--- src/hdl/md5_pkg.sv ---
// ----------------------------------------------------------------------------
// md5_pkg
// Shared types, constants and step tables for the MD5 digest core.
// ----------------------------------------------------------------------------
package md5_pkg;

    // four 32-bit words: A, B, C, D
    typedef logic [3:0][31:0] t_word4;

    // control from the sequencer to the step unit
    typedef struct packed {
        logic       load;   // copy the chaining words into the working words
        logic       run;    // perform one step
        logic [5:0] step;   // step number 0..63
    } t_step_ctl;

    localparam t_word4 MD5_INIT = {32'h10325476, 32'h98badcfe, 32'hefcdab89, 32'h67452301};

    localparam logic [7:0] PAD_BYTE = 8'h80;

    // message word index used by a step
    function automatic logic [3:0] md5_gidx(input logic [5:0] i);
        logic [7:0] t;
        begin
            case (i[5:4])
                2'd0: t = {4'd0, i[3:0]};
                2'd1: t = 8'd1 + 8'd5 * {4'd0, i[3:0]};
                2'd2: t = 8'd5 + 8'd3 * {4'd0, i[3:0]};
                default: t = 8'd7 * {4'd0, i[3:0]};
            endcase
            md5_gidx = t[3:0];
        end
    endfunction

    // rotate amount of a step
    function automatic logic [4:0] md5_rot(input logic [5:0] i);
        logic [4:0] s;
        begin
            case ({i[5:4], i[1:0]})
                4'd0:  s = 5'd7;
                4'd1:  s = 5'd12;
                4'd2:  s = 5'd17;
                4'd3:  s = 5'd22;
                4'd4:  s = 5'd5;
                4'd5:  s = 5'd9;
                4'd6:  s = 5'd14;
                4'd7:  s = 5'd20;
                4'd8:  s = 5'd4;
                4'd9:  s = 5'd11;
                4'd10: s = 5'd16;
                4'd11: s = 5'd23;
                4'd12: s = 5'd6;
                4'd13: s = 5'd10;
                4'd14: s = 5'd15;
                default: s = 5'd21;
            endcase
            md5_rot = s;
        end
    endfunction

    // additive constant of a step (integer part of abs(sin(i+1)) * 2^32)
    function automatic logic [31:0] md5_k(input logic [5:0] i);
        logic [31:0] k;
        begin
            case (i)
                6'd0:  k = 32'hd76aa478;  6'd1:  k = 32'he8c7b756;
                6'd2:  k = 32'h242070db;  6'd3:  k = 32'hc1bdceee;
                6'd4:  k = 32'hf57c0faf;  6'd5:  k = 32'h4787c62a;
                6'd6:  k = 32'ha8304613;  6'd7:  k = 32'hfd469501;
                6'd8:  k = 32'h698098d8;  6'd9:  k = 32'h8b44f7af;
                6'd10: k = 32'hffff5bb1;  6'd11: k = 32'h895cd7be;
                6'd12: k = 32'h6b901122;  6'd13: k = 32'hfd987193;
                6'd14: k = 32'ha679438e;  6'd15: k = 32'h49b40821;
                6'd16: k = 32'hf61e2562;  6'd17: k = 32'hc040b340;
                6'd18: k = 32'h265e5a51;  6'd19: k = 32'he9b6c7aa;
                6'd20: k = 32'hd62f105d;  6'd21: k = 32'h02441453;
                6'd22: k = 32'hd8a1e681;  6'd23: k = 32'he7d3fbc8;
                6'd24: k = 32'h21e1cde6;  6'd25: k = 32'hc33707d6;
                6'd26: k = 32'hf4d50d87;  6'd27: k = 32'h455a14ed;
                6'd28: k = 32'ha9e3e905;  6'd29: k = 32'hfcefa3f8;
                6'd30: k = 32'h676f02d9;  6'd31: k = 32'h8d2a4c8a;
                6'd32: k = 32'hfffa3942;  6'd33: k = 32'h8771f681;
                6'd34: k = 32'h6d9d6122;  6'd35: k = 32'hfde5380c;
                6'd36: k = 32'ha4beea44;  6'd37: k = 32'h4bdecfa9;
                6'd38: k = 32'hf6bb4b60;  6'd39: k = 32'hbebfbc70;
                6'd40: k = 32'h289b7ec6;  6'd41: k = 32'heaa127fa;
                6'd42: k = 32'hd4ef3085;  6'd43: k = 32'h04881d05;
                6'd44: k = 32'hd9d4d039;  6'd45: k = 32'he6db99e5;
                6'd46: k = 32'h1fa27cf8;  6'd47: k = 32'hc4ac5665;
                6'd48: k = 32'hf4292244;  6'd49: k = 32'h432aff97;
                6'd50: k = 32'hab9423a7;  6'd51: k = 32'hfc93a039;
                6'd52: k = 32'h655b59c3;  6'd53: k = 32'h8f0ccc92;
                6'd54: k = 32'hffeff47d;  6'd55: k = 32'h85845dd1;
                6'd56: k = 32'h6fa87e4f;  6'd57: k = 32'hfe2ce6e0;
                6'd58: k = 32'ha3014314;  6'd59: k = 32'h4e0811a1;
                6'd60: k = 32'hf7537e82;  6'd61: k = 32'hbd3af235;
                6'd62: k = 32'h2ad7d2bb;  default: k = 32'heb86d391;
            endcase
            md5_k = k;
        end
    endfunction

endpackage

--- src/hdl/md5_step.sv ---
// ----------------------------------------------------------------------------
// md5_step
// Working-word registers and the combinational MD5 step datapath.
// ----------------------------------------------------------------------------
module md5_step
    import md5_pkg::*;
(
    input  logic      i_clk,
    input  t_step_ctl i_ctl,
    input  t_word4    i_chain,
    input  logic [31:0] i_msg,
    output t_word4    o_work
);

    t_word4      r_work;
    t_word4      n_work;
    logic [31:0] a, b, c, d;
    logic [31:0] f;
    logic [31:0] sum;
    logic [63:0] rot_wide;

    assign a = r_work[0];
    assign b = r_work[1];
    assign c = r_work[2];
    assign d = r_work[3];

    // round function
    always_comb begin
        case (i_ctl.step[5:4])
            2'd0: f = (b & c) | (~b & d);
            2'd1: f = (b & d) | (c & ~d);
            2'd2: f = b ^ c ^ d;
            default: f = c ^ (b | ~d);
        endcase
    end

    // add, rotate, add
    assign sum      = a + f + i_msg + md5_k(i_ctl.step);
    assign rot_wide = {sum, sum} << md5_rot(i_ctl.step);

    always_comb begin
        n_work = r_work;
        if (i_ctl.load) begin
            n_work = i_chain;
        end else if (i_ctl.run) begin
            n_work[0] = d;
            n_work[1] = rot_wide[63:32] + b;
            n_work[2] = b;
            n_work[3] = c;
        end
    end

    always_ff @(posedge i_clk) begin
        r_work <= n_work;
    end

    assign o_work = r_work;

endmodule

--- src/hdl/md5_message_digest_core.sv ---
// ----------------------------------------------------------------------------
// md5_message_digest_core
// MD5 digest of a byte stream, at most one byte per accepted word.
// ----------------------------------------------------------------------------
// Bytes are taken one per cycle while the core collects, packed little-endian
// into a 16-word block memory. Each full 64-byte block then holds the input
// while the core primes the memory read and loads the working words, runs the
// 64 steps through the step unit (one memory read per step), and folds the
// result into the chaining words. On end_of_message the padding is written one
// memory word per cycle from the current word to word 15, followed by one
// compression, or two such passes when the tail leaves no room for the length.
// The four digest words are copied to an output buffer that drains on its own,
// so the next message can start while they wait.
// ----------------------------------------------------------------------------
module md5_message_digest_core
    import md5_pkg::*;
(
    input  logic        i_clk,
    input  logic        i_rst_n,
    input  logic        i_valid,
    output logic        o_stall,
    input  logic [7:0]  i_data_byte,
    input  logic        i_byte_present,
    input  logic        i_end_of_message,
    output logic        o_valid,
    input  logic        i_stall,
    output logic [31:0] o_digest_word,
    output logic [1:0]  o_word_index,
    output logic        o_last_word
);

    localparam logic [2:0] S_COLLECT = 3'd0;
    localparam logic [2:0] S_CPREP   = 3'd1;
    localparam logic [2:0] S_CSTEP   = 3'd2;
    localparam logic [2:0] S_FIN     = 3'd3;
    localparam logic [2:0] S_PSTART  = 3'd4;
    localparam logic [2:0] S_PAD     = 3'd5;
    localparam logic [2:0] S_DONE    = 3'd6;

    function automatic logic [31:0] bswap(input logic [31:0] v);
        bswap = {v[7:0], v[15:8], v[23:16], v[31:24]};
    endfunction

    logic [2:0]  r_state, n_state;
    logic [63:0] r_bit_count, n_bit_count;
    t_word4      r_chain, n_chain;
    logic [23:0] r_part, n_part;
    logic [5:0]  r_step, n_step;
    logic [3:0]  r_widx, n_widx;
    logic        r_pend_end, n_pend_end;
    logic        r_pad, n_pad;
    logic        r_spill, n_spill;
    logic        r_first, n_first;
    t_word4      r_dig, n_dig;
    logic        r_out_busy, n_out_busy;
    logic [1:0]  r_ocnt, n_ocnt;

    logic [31:0] r_buf [16];
    logic [31:0] r_rd_data;
    logic        wr_en;
    logic [3:0]  wr_addr;
    logic [31:0] wr_data;
    logic [3:0]  rd_addr;

    logic        in_acc;
    logic        out_acc;
    logic [1:0]  lane;
    t_step_ctl   step_ctl;
    t_word4      work;

    assign in_acc  = i_valid && !o_stall;
    assign out_acc = o_valid && !i_stall;
    assign lane    = r_bit_count[4:3];
    assign o_stall = (r_state != S_COLLECT);

    // block memory: one write and one registered read per cycle
    always_ff @(posedge i_clk) begin
        if (wr_en) begin
            r_buf[wr_addr] <= wr_data;
        end
        r_rd_data <= r_buf[rd_addr];
    end

    // prefetch the message word of the next step
    assign rd_addr = (r_state == S_CPREP) ? md5_gidx(6'd0) : md5_gidx(r_step + 6'd1);

    md5_step u_step (
        .i_clk   (i_clk),
        .i_ctl   (step_ctl),
        .i_chain (r_chain),
        .i_msg   (r_rd_data),
        .o_work  (work)
    );

    // sequencer
    always_comb begin
        n_state     = r_state;
        n_bit_count = r_bit_count;
        n_chain     = r_chain;
        n_part      = r_part;
        n_step      = r_step;
        n_widx      = r_widx;
        n_pend_end  = r_pend_end;
        n_pad       = r_pad;
        n_spill     = r_spill;
        n_first     = r_first;
        n_dig       = r_dig;
        n_out_busy  = r_out_busy;
        n_ocnt      = r_ocnt;
        wr_en       = 1'b0;
        wr_addr     = r_bit_count[8:5];
        wr_data     = {i_data_byte, r_part};
        step_ctl    = '{load: 1'b0, run: 1'b0, step: r_step};

        // output buffer drain
        if (out_acc) begin
            if (r_ocnt == 2'd3) begin
                n_out_busy = 1'b0;
            end else begin
                n_ocnt = r_ocnt + 2'd1;
            end
        end

        case (r_state)
            S_COLLECT: begin
                if (in_acc) begin
                    if (i_byte_present) begin
                        n_bit_count = r_bit_count + 64'd8;
                        case (lane)
                            2'd0: n_part = {16'd0, i_data_byte};
                            2'd1: n_part[15:8] = i_data_byte;
                            2'd2: n_part[23:16] = i_data_byte;
                            default: wr_en = 1'b1;
                        endcase
                        if (r_bit_count[8:3] == 6'd63) begin
                            n_state    = S_CPREP;
                            n_pend_end = i_end_of_message;
                        end else if (i_end_of_message) begin
                            n_state = S_PSTART;
                        end
                    end else if (i_end_of_message) begin
                        n_state = S_PSTART;
                    end
                end
            end
            S_CPREP: begin
                step_ctl.load = 1'b1;
                n_step        = 6'd0;
                n_state       = S_CSTEP;
            end
            S_CSTEP: begin
                step_ctl.run = 1'b1;
                if (r_step == 6'd63) begin
                    n_state = S_FIN;
                end else begin
                    n_step = r_step + 6'd1;
                end
            end
            S_FIN: begin
                for (int k = 0; k < 4; k++) begin
                    n_chain[k] = r_chain[k] + work[k];
                end
                n_step = 6'd0;
                if (r_pad) begin
                    if (r_spill) begin
                        n_spill = 1'b0;
                        n_widx  = 4'd0;
                        n_first = 1'b0;
                        n_state = S_PAD;
                    end else begin
                        n_state = S_DONE;
                    end
                end else if (r_pend_end) begin
                    n_state = S_PSTART;
                end else begin
                    n_state = S_COLLECT;
                end
            end
            S_PSTART: begin
                n_widx  = r_bit_count[8:5];
                n_spill = (r_bit_count[8:6] == 3'b111);
                n_first = 1'b1;
                n_pad   = 1'b1;
                n_state = S_PAD;
            end
            S_PAD: begin
                // pad word (first pass only), zeros, then the bit length in words 14 and 15 of the last block
                wr_en   = 1'b1;
                wr_addr = r_widx;
                if (r_first) begin
                    // a word with no bytes yet holds only the pad mark
                    wr_data = {8'd0, (lane == 2'd0) ? 24'd0 : r_part}
                            | ({24'd0, PAD_BYTE} << {lane, 3'b000});
                end else if (!r_spill && r_widx == 4'd14) begin
                    wr_data = r_bit_count[31:0];
                end else if (!r_spill && r_widx == 4'd15) begin
                    wr_data = r_bit_count[63:32];
                end else begin
                    wr_data = 32'd0;
                end
                n_first = 1'b0;
                if (r_widx == 4'd15) begin
                    n_state = S_CPREP;
                end else begin
                    n_widx = r_widx + 4'd1;
                end
            end
            S_DONE: begin
                if (!r_out_busy) begin
                    for (int k = 0; k < 4; k++) begin
                        n_dig[k] = bswap(r_chain[k]);
                    end
                    n_chain     = MD5_INIT;
                    n_bit_count = 64'd0;
                    n_pad       = 1'b0;
                    n_pend_end  = 1'b0;
                    n_out_busy  = 1'b1;
                    n_ocnt      = 2'd0;
                    n_state     = S_COLLECT;
                end
            end
            default: begin
                n_state = S_COLLECT;
            end
        endcase
    end

    always_ff @(posedge i_clk) begin
        if (!i_rst_n) begin
            r_state     <= S_COLLECT;
            r_bit_count <= 64'd0;
            r_chain     <= MD5_INIT;
            r_step      <= 6'd0;
            r_pend_end  <= 1'b0;
            r_pad       <= 1'b0;
            r_spill     <= 1'b0;
            r_first     <= 1'b0;
            r_out_busy  <= 1'b0;
            r_ocnt      <= 2'd0;
        end else begin
            r_state     <= n_state;
            r_bit_count <= n_bit_count;
            r_chain     <= n_chain;
            r_step      <= n_step;
            r_pend_end  <= n_pend_end;
            r_pad       <= n_pad;
            r_spill     <= n_spill;
            r_first     <= n_first;
            r_out_busy  <= n_out_busy;
            r_ocnt      <= n_ocnt;
        end
        r_part <= n_part;
        r_widx <= n_widx;
        r_dig  <= n_dig;
    end

    // output word
    assign o_valid       = r_out_busy;
    assign o_digest_word = r_dig[r_ocnt];
    assign o_word_index  = r_ocnt;
    assign o_last_word   = (r_ocnt == 2'd3);

    // the last digest word empties the output buffer
    a_last_drains: assert property (@(posedge i_clk) disable iff (!i_rst_n)
        (out_acc && o_last_word) |=> !o_valid)
        else $error("output still valid after last digest word");

    // a new digest starts at word A
    a_digest_start: assert property (@(posedge i_clk) disable iff (!i_rst_n)
        (r_state == S_DONE && !r_out_busy) |=> (o_valid && o_word_index == 2'd0))
        else $error("digest does not start at word A");

    // the final step is followed by the chain update
    a_step_end: assert property (@(posedge i_clk) disable iff (!i_rst_n)
        (r_state == S_CSTEP && r_step == 6'd63) |=> (r_state == S_FIN))
        else $error("compression did not end after step 63");

    // no byte is taken while a block is being compressed
    a_no_input_busy: assert property (@(posedge i_clk) disable iff (!i_rst_n)
        (r_state == S_CPREP) |=> o_stall)
        else $error("input accepted during compression");

endmodule

--- config.mk ---
export PLATFORM = sky130hd
export DESIGN_NAME = md5_message_digest_core
export DESIGN_NICKNAME = d
export VERILOG_FILES = /design/src/hdl/md5_pkg.sv /design/src/hdl/md5_step.sv /design/src/hdl/md5_message_digest_core.sv
export SDC_FILE = /design/constraint.sdc
export NUM_CORES = 2
export LEC_CHECK = 0
export BUFFER_PORTS_ARGS = -buffer_cell sky130_fd_sc_hd__buf_2
export CORE_AREA = 2 2 447 449
export DETAILED_ROUTE_END_ITERATION = 10
export DIE_AREA = 0 0 449 451
export PLACE_DENSITY = 0.5
export SYNTH_ARGS = -nofsm -noshare
export SYNTH_HDL_FRONTEND = slang
export SYNTH_SLANG_ARGS = --single-unit
--- constraint.sdc ---
create_clock -name i_clk -period 18.2 [get_ports i_clk]
set_input_delay 1.82 -clock i_clk [delete_from_list [all_inputs] [get_ports i_clk]]
set_output_delay 1.82 -clock i_clk [all_outputs]
set_load 0.01 [all_outputs]
Word-level counts from Yosys, hierarchy flattened
Memory sizes are Yosys's and may differ from the RTL's. A register that Yosys moved wholly into a read port is not among the register bits.
Index checks and enable logic that the tools add are counted.

cells by class
  $add $sub $neg = 14
  multipliers = 3
  magnitude comparators = 1
  eq/ne operators = 28
  shifts and indexed selects = 2
  mux-type cells = 69
  bitwise logic cells = 14
  reduce and logical (&&, ||, !) cells = 36

operator list
  operator                                                             number
  128-bit 2-to-1 mux                                                   3
  32-bit adder                                                         8
  128-bit case mux with 2 select lines                                 1
  64-bit 2-to-1 mux                                                    3
  32-bit 2-to-1 mux                                                    5
  32-bit AND                                                           4
  64-bit case mux with 2 select lines                                  1
  32-bit OR                                                            3
  32-bit case mux with 3 select lines                                  1
  32-bit bitwise XOR                                                   3
  64-bit by 4-bit adder with 64-bit output (second input constant)     1
  32-bit binary-select mux with 2-bit select                           1
  32-bit NOT                                                           2
  64-bit by 5-bit left shift with 64-bit output                        1
  24-bit by 32-bit OR with 32-bit output                               1
  8-bit case mux with 2 select lines                                   2
  8-bit by 5-bit left shift with 32-bit output (first input constant)  1
  4-bit 2-to-1 mux                                                     7
  3-bit 2-to-1 mux                                                     9
  24-bit 2-to-1 mux                                                    1
  4-bit case mux with 3 select lines                                   2
  4-bit AND reduction                                                  6
  3-bit case mux with 7 select lines                                   1
  2-bit inequality test (second input constant)                        10
  other kinds (33)                                                     90

word-level totals
  register bits = 492
  bits in writable memories = 512
  bits in read-only memories = 2128
  input port bits = 14
  output and inout port bits = 37
  word-level logic and storage cells = 195
  memories kept = 3

memory list
  memory           depth  width  rd ports  clocked after memory_dff  write ports  line                           text
  (no name shown)  64     32     1         1                         0            md5_pkg.sv:65                  case (i)
  r_buf            16     32     1         1                         1            md5_message_digest_core.sv:58  logic [31:0] r_buf [16];
  (no name shown)  16     5      1         1                         0            md5_pkg.sv:39                  case ({i[5:4], i[1:0]})

Depth between registers and ports, before layout
  depth after elaboration = 11
  gate-level depth with buffers = 40

Cells and area by module
From an unflattened synthesis, not the netlist that was laid out.

unflattened totals
  cell total of the unflattened synthesis = 5580
  area, all modules = 58368.5 um^2

modules (own cells, without submodules)
  module                   instances  cells each  area an instance (um^2)
  md5_message_digest_core  1          3522        41325.9
  md5_step                 1          2058        17042.6

Least setup slack after synthesis
No wires, ideal clock.

  path type = reg2reg
  start point = reg r_step[4]
  end point = reg u_step.r_work (netlist bit u_step.b[30]) (data pin)
  data arrival time = 8737 ps
  data required time = 17933 ps
  path slack = 9195 ps
  cell stages (with the launch flop) = 39
  buffers on the path = 4
  clock period less this slack = 9005 ps
  path through = dfxtp_1 buf_1 clkbuf_1 clkbuf_1 xor2_1 a21oi_1 a31oi_1 o221ai_1 fa_1 fa_1 inv_1 ha_1 a21oi_1 nand2_1 or2_2 o21ba_2 buf_6 a221oi_2 [3 not listed] nand2_1 o21ai_0 mux2_2 mux2_2 ha_1 fa_1 a21o_1 a21o_1 a21oi_1 o211ai_1 nand2_1 o22ai_1 a41o_1 o31a_1 or4_1 a31oi_1 xor2_1 o21ai_0

RTL lines
  item                    line                            text
  start, declared         md5_message_digest_core.sv:48   logic [5:0] r_step, n_step;
  start signal, assigned  md5_message_digest_core.sv:244  r_step <= n_step;
  end signal, assigned    md5_step.sv:54                  r_work <= n_work;
  end, declared           md5_step.sv:15                  t_word4 r_work;

==> results.sh <==
export IMPL_grt_max_degree=181
export IMPL_rows=164
export IMPL_synth_top_cell_by_area="edfxtp_1"
export IMPL_relSlewSlack_pct=12.1
export IMPL_report_final_slew_viol_count=0
export IMPL_fin_crit_sh_pct=57.5
export IMPL_drt_iter0_drc=4052
export IMPL_rsz0062_at_grt="no"
export IMPL_p_leak_nw=24.3
export IMPL_layout_cells_non_filler=8575
export IMPL_crit_family="compound AO/OA/AOI/OAI gates"
export IMPL_finalSetupViolCount=0
export IMPL_peakVddDrop_mv=0.170
export IMPL_track_usage_pct=18.5
export IMPL_synth_flop_cell="edfxtp_1"
export IMPL_worstMarginPinSlew_ns=1.30
export IMPL_dpl_cell_count=8350
export IMPL_power_internal_mw=7.12
export IMPL_pre_cts_slack_ns=7.81
export IMPL_die_w_um=449
export IMPL_cts_hold_buf=0
export IMPL_syn_nets=6171
export IMPL_cts_clk_slew_worst_paths_ns=0.07
export IMPL_clockRootBuffer="clkbuf_16"
export IMPL_ant_nets=0
export IMPL_place_area_sq_um=62500
export IMPL_h_tree_depth=3
export IMPL_swShare_pct=42.6
export IMPL_wl_um=193000
export IMPL_worstPathRequired_ns=18.80
export IMPL_gp_congestion=0.885
export IMPL_io_pins=51
export IMPL_cap_violations=0
export IMPL_area_growth_pct=12.8
export IMPL_port_buffers=50
export IMPL_crit_path_max_fanout=31
export IMPL_wl_per_cell_um=22.5
export IMPL_remaining_drc_errors=0
export IMPL_fp_dieArea_sq_um=202000
export IMPL_hold_violations=0
export IMPL_grt_pass1_vias=43591
export IMPL_startpoint_type="flop"
export IMPL_hpwl_um=129000
export IMPL_final_area_sq_um=66700
export IMPL_seq_area_frac_synth_pct=49.8
export IMPL_antenna_found_initial=5
export IMPL_drt_vias_per_instance=5.28
export IMPL_cts_tree="done"
export IMPL_num_nets_final=6112
export IMPL_vias=45273
export IMPL_die_height_um=451
export IMPL_finalClockSkew_ns=0.0867
export IMPL_grt_overflow_total=0
export IMPL_outcome="finished clean"
export IMPL_cts_buffers=117
export IMPL_core_area_sq_um=198000
export IMPL_synth_distinct_cells=85
export IMPL_clkSinkCount=1070
export IMPL_tns_ns=0
export IMPL_cp_common_cell="mux2i_1"
export IMPL_clk_latency_ns=0.79
export IMPL_start_util_pct=29.8
export IMPL_ys_warn_count=0
export IMPL_avgSynthCellArea_sq_um=10.1
export IMPL_dr_pass1_iters=7
export IMPL_clock_fmax_mhz=95.6
export IMPL_synth_edff_count=796
export IMPL_switchingPower_mw=5.29
export IMPL_mappedNetlistArea_sq_um=59100
export IMPL_power_density_nw_per_um2=186
export IMPL_setup_ws_ns=7.74
export IMPL_endpoint_kind="flop"
export IMPL_synth_cells=5872
export IMPL_cts_max_path_buffers=3
export IMPL_combPwrFrac_pct=53.9
export IMPL_period_needed_ns=10.46
export IMPL_cts_setup_buffers=0
export IMPL_cpMaxStageDelayCell="a311oi_1"
export IMPL_clockPowerShare_pct=20.8
export IMPL_post_cts_resized=0
export IMPL_critPathBufInv=3
export IMPL_slowest_delay_ns=0.69
export IMPL_synth_top_area_share_pct=40.5
export IMPL_power_frac_seq_pct=25.3
export IMPL_yosys_top_cells_area="edfxtp_1 40%, dfxtp_1 9.3%, nand2_1 5.7%"
export IMPL_hp_class="reg -> reg"
export IMPL_crit_arrival_ns=11.06
export IMPL_grt_pass1_wl_um=286000
export IMPL_synth_seq_cells=1070
export IMPL_synthArstFlopShare_pct=0
export IMPL_drive_gt1_share_pct=8.30
export IMPL_path_class="reg -> reg"
-- stage by stage --
step	hold WS (ns)	power [mW]	util, %
after detailed placement	0.480	9.82	31.5
final	0.457	12.4	33.6
after global placement	0.471	9.82	31.5
after CTS	0.449	12.5	33.6
after floorplan	0.437	7.95	-
after global routing	0.463	13.3	33.6
-- power by group through the flow --
| stage | combinational (mW) | clock (mW) | sequential, mW |
|---|---|---|---|
| after global routing | 7.41 | 2.73 | 3.15 |
| after floorplan | 4.85 | 0 | 3.09 |
| after CTS | 6.68 | 2.64 | 3.14 |
| after detailed placement | 6.63 | 0 | 3.19 |
| after global placement | 6.64 | 0 | 3.19 |
| final | 6.69 | 2.58 | 3.14 |
-- cells in the mapped netlist (all sizes together) (10+ instances only) --
| master | number |
|---|---|
| o211ai | 41 |
| mux2 | 27 |
| a21boi | 23 |
| a31oi | 133 |
| o21bai | 25 |
| nor2 | 343 |
| nand4 | 23 |
| fa | 67 |
| nor3 | 84 |
| a21o | 77 |
| o221ai | 42 |
| mux4 | 44 |
| nand3 | 144 |
| nor2b | 53 |
| clkbuf | 308 |
| or3 | 28 |
| a311oi | 74 |
| nand2 | 894 |
| o22ai | 41 |
| a211oi | 193 |
| nand2b | 35 |
| a22oi | 57 |
| maj3 | 31 |
| and4 | 10 |
| and2 | 171 |
| edfxtp | 796 |
| a221oi | 15 |
| o21ai | 337 |
| ha | 218 |
| mux2i | 72 |
| o31ai | 26 |
| buf | 34 |
| or2 | 12 |
| dfxtp | 274 |
| a21oi | 407 |
| o2111ai | 10 |
| xnor2 | 121 |
| xor2 | 123 |
| o21a | 41 |
| inv | 260 |
| and3 | 34 |
-- worst paths after layout --
check                                               start                      to  slack (ns)  cells past startpoint
worst max-delay path               r_step[5]$_SDFFE_PN0N_  u_step.b[31]$_DFFE_PP_        7.74                     33
worst min-delay path            r_chain[112]$_SDFFE_PN0P_    r_dig[104]$_DFFE_PP_        0.46                      0
worst max register to register     r_step[5]$_SDFFE_PN0N_  u_step.b[31]$_DFFE_PP_        7.74                     33
worst min register to register  r_chain[112]$_SDFFE_PN0P_    r_dig[104]$_DFFE_PP_        0.46                      0
-- registers in the layout, summed over array words and instances (netlist names), named ones only --
name          flops
r_bit_count      61
u_step.d         32
r_pad             1
r_rd_data        32
r_step            6
o_word_index      2
r_chain         128
r_spill           1
r_widx            4
r_buf           512
r_state           3
r_dig           128
u_step.c         32
r_part           24
o_valid           1
u_step.b         32
r_first           1
u_step.a         32
r_pend_end        1
-- placed cells by master (no fill, tap or decap), types with 26 or more instances in the layout --
cell type  netlist  routed
and2_1         170     167
nor2b_1         53      53
nor3_1          84      84
nand2_1        893     889
o221ai_1        42      42
buf_4            1     113
and3_1          34      34
nand2b_1        35      35
mux2_2          27      27
inv_1          259     259
buf_2            3      49
maj3_1          30      30
o21ai_0        331     323
ha_1           218     218
a311oi_1        74      74
o22ai_1         41      41
o21a_1          41      40
mux2i_1         72      72
or3_1           28      27
a31oi_1        133     133
dfxtp_1        274     270
fa_1            67      67
a21o_1          76      76
xor2_1         123     123
clkbuf_16        0     120
a22oi_1         57      57
nand3_1        144     144
o31ai_1         26      26
a211oi_1       192     192
a21oi_1        407     407
o211ai_1        41      41
mux4_2          41      41
xnor2_1        121     121
edfxtp_1       796     796
nor2_1         343     321
-- layer usage --
metal | global-route usage (%) | share of wire (%)
met5 | 0 | 0.0036
met4 | 5.59 | 3.0
met3 | 2.53 | 4.9
met2 | 30.5 | 47
met1 | 25.1 | 45
-- worst register-to-register path: cells and delay by family (launching register included) --
| kind | cells | cell delay, ns |
|---|---|---|
| xor+xnor | 1 | 0.39 |
| buf+inv | 3 | 0.99 |
| fa+ha+maj | 4 | 1.65 |
| flops | 1 | 0.40 |
| compound gates | 16 | 4.77 |
| mux | 4 | 1.10 |
| simple gates | 5 | 0.95 |
-- cell families after synthesis --
logic type      count (synthesis)  synth area share [%]
mux                           143                  3.43
compound gates               1631                  17.8
simple gates                 1858                  14.1
fa+ha+maj                     316                  7.42
xor+xnor                      245                  3.66
buf+inv                       609                  3.90
flops                        1070                  49.8
-- final cells by class --
| class | instances | area (sq um) |
|---|---|---|
| fillers | 20172 | 132000 |
| flip-flops and latches | 1070 | 29400 |
| well taps | 2656 | 3320 |
| inverters | 267 | 1010 |
| clock inverters | 72 | 963 |
| diodes | 2 | 5.00 |
| multi-input cells | 4193 | 27600 |
| clock buffers | 151 | 3230 |
| repair buffers | 164 | 1130 |
(Power assumes the default switching activity.)
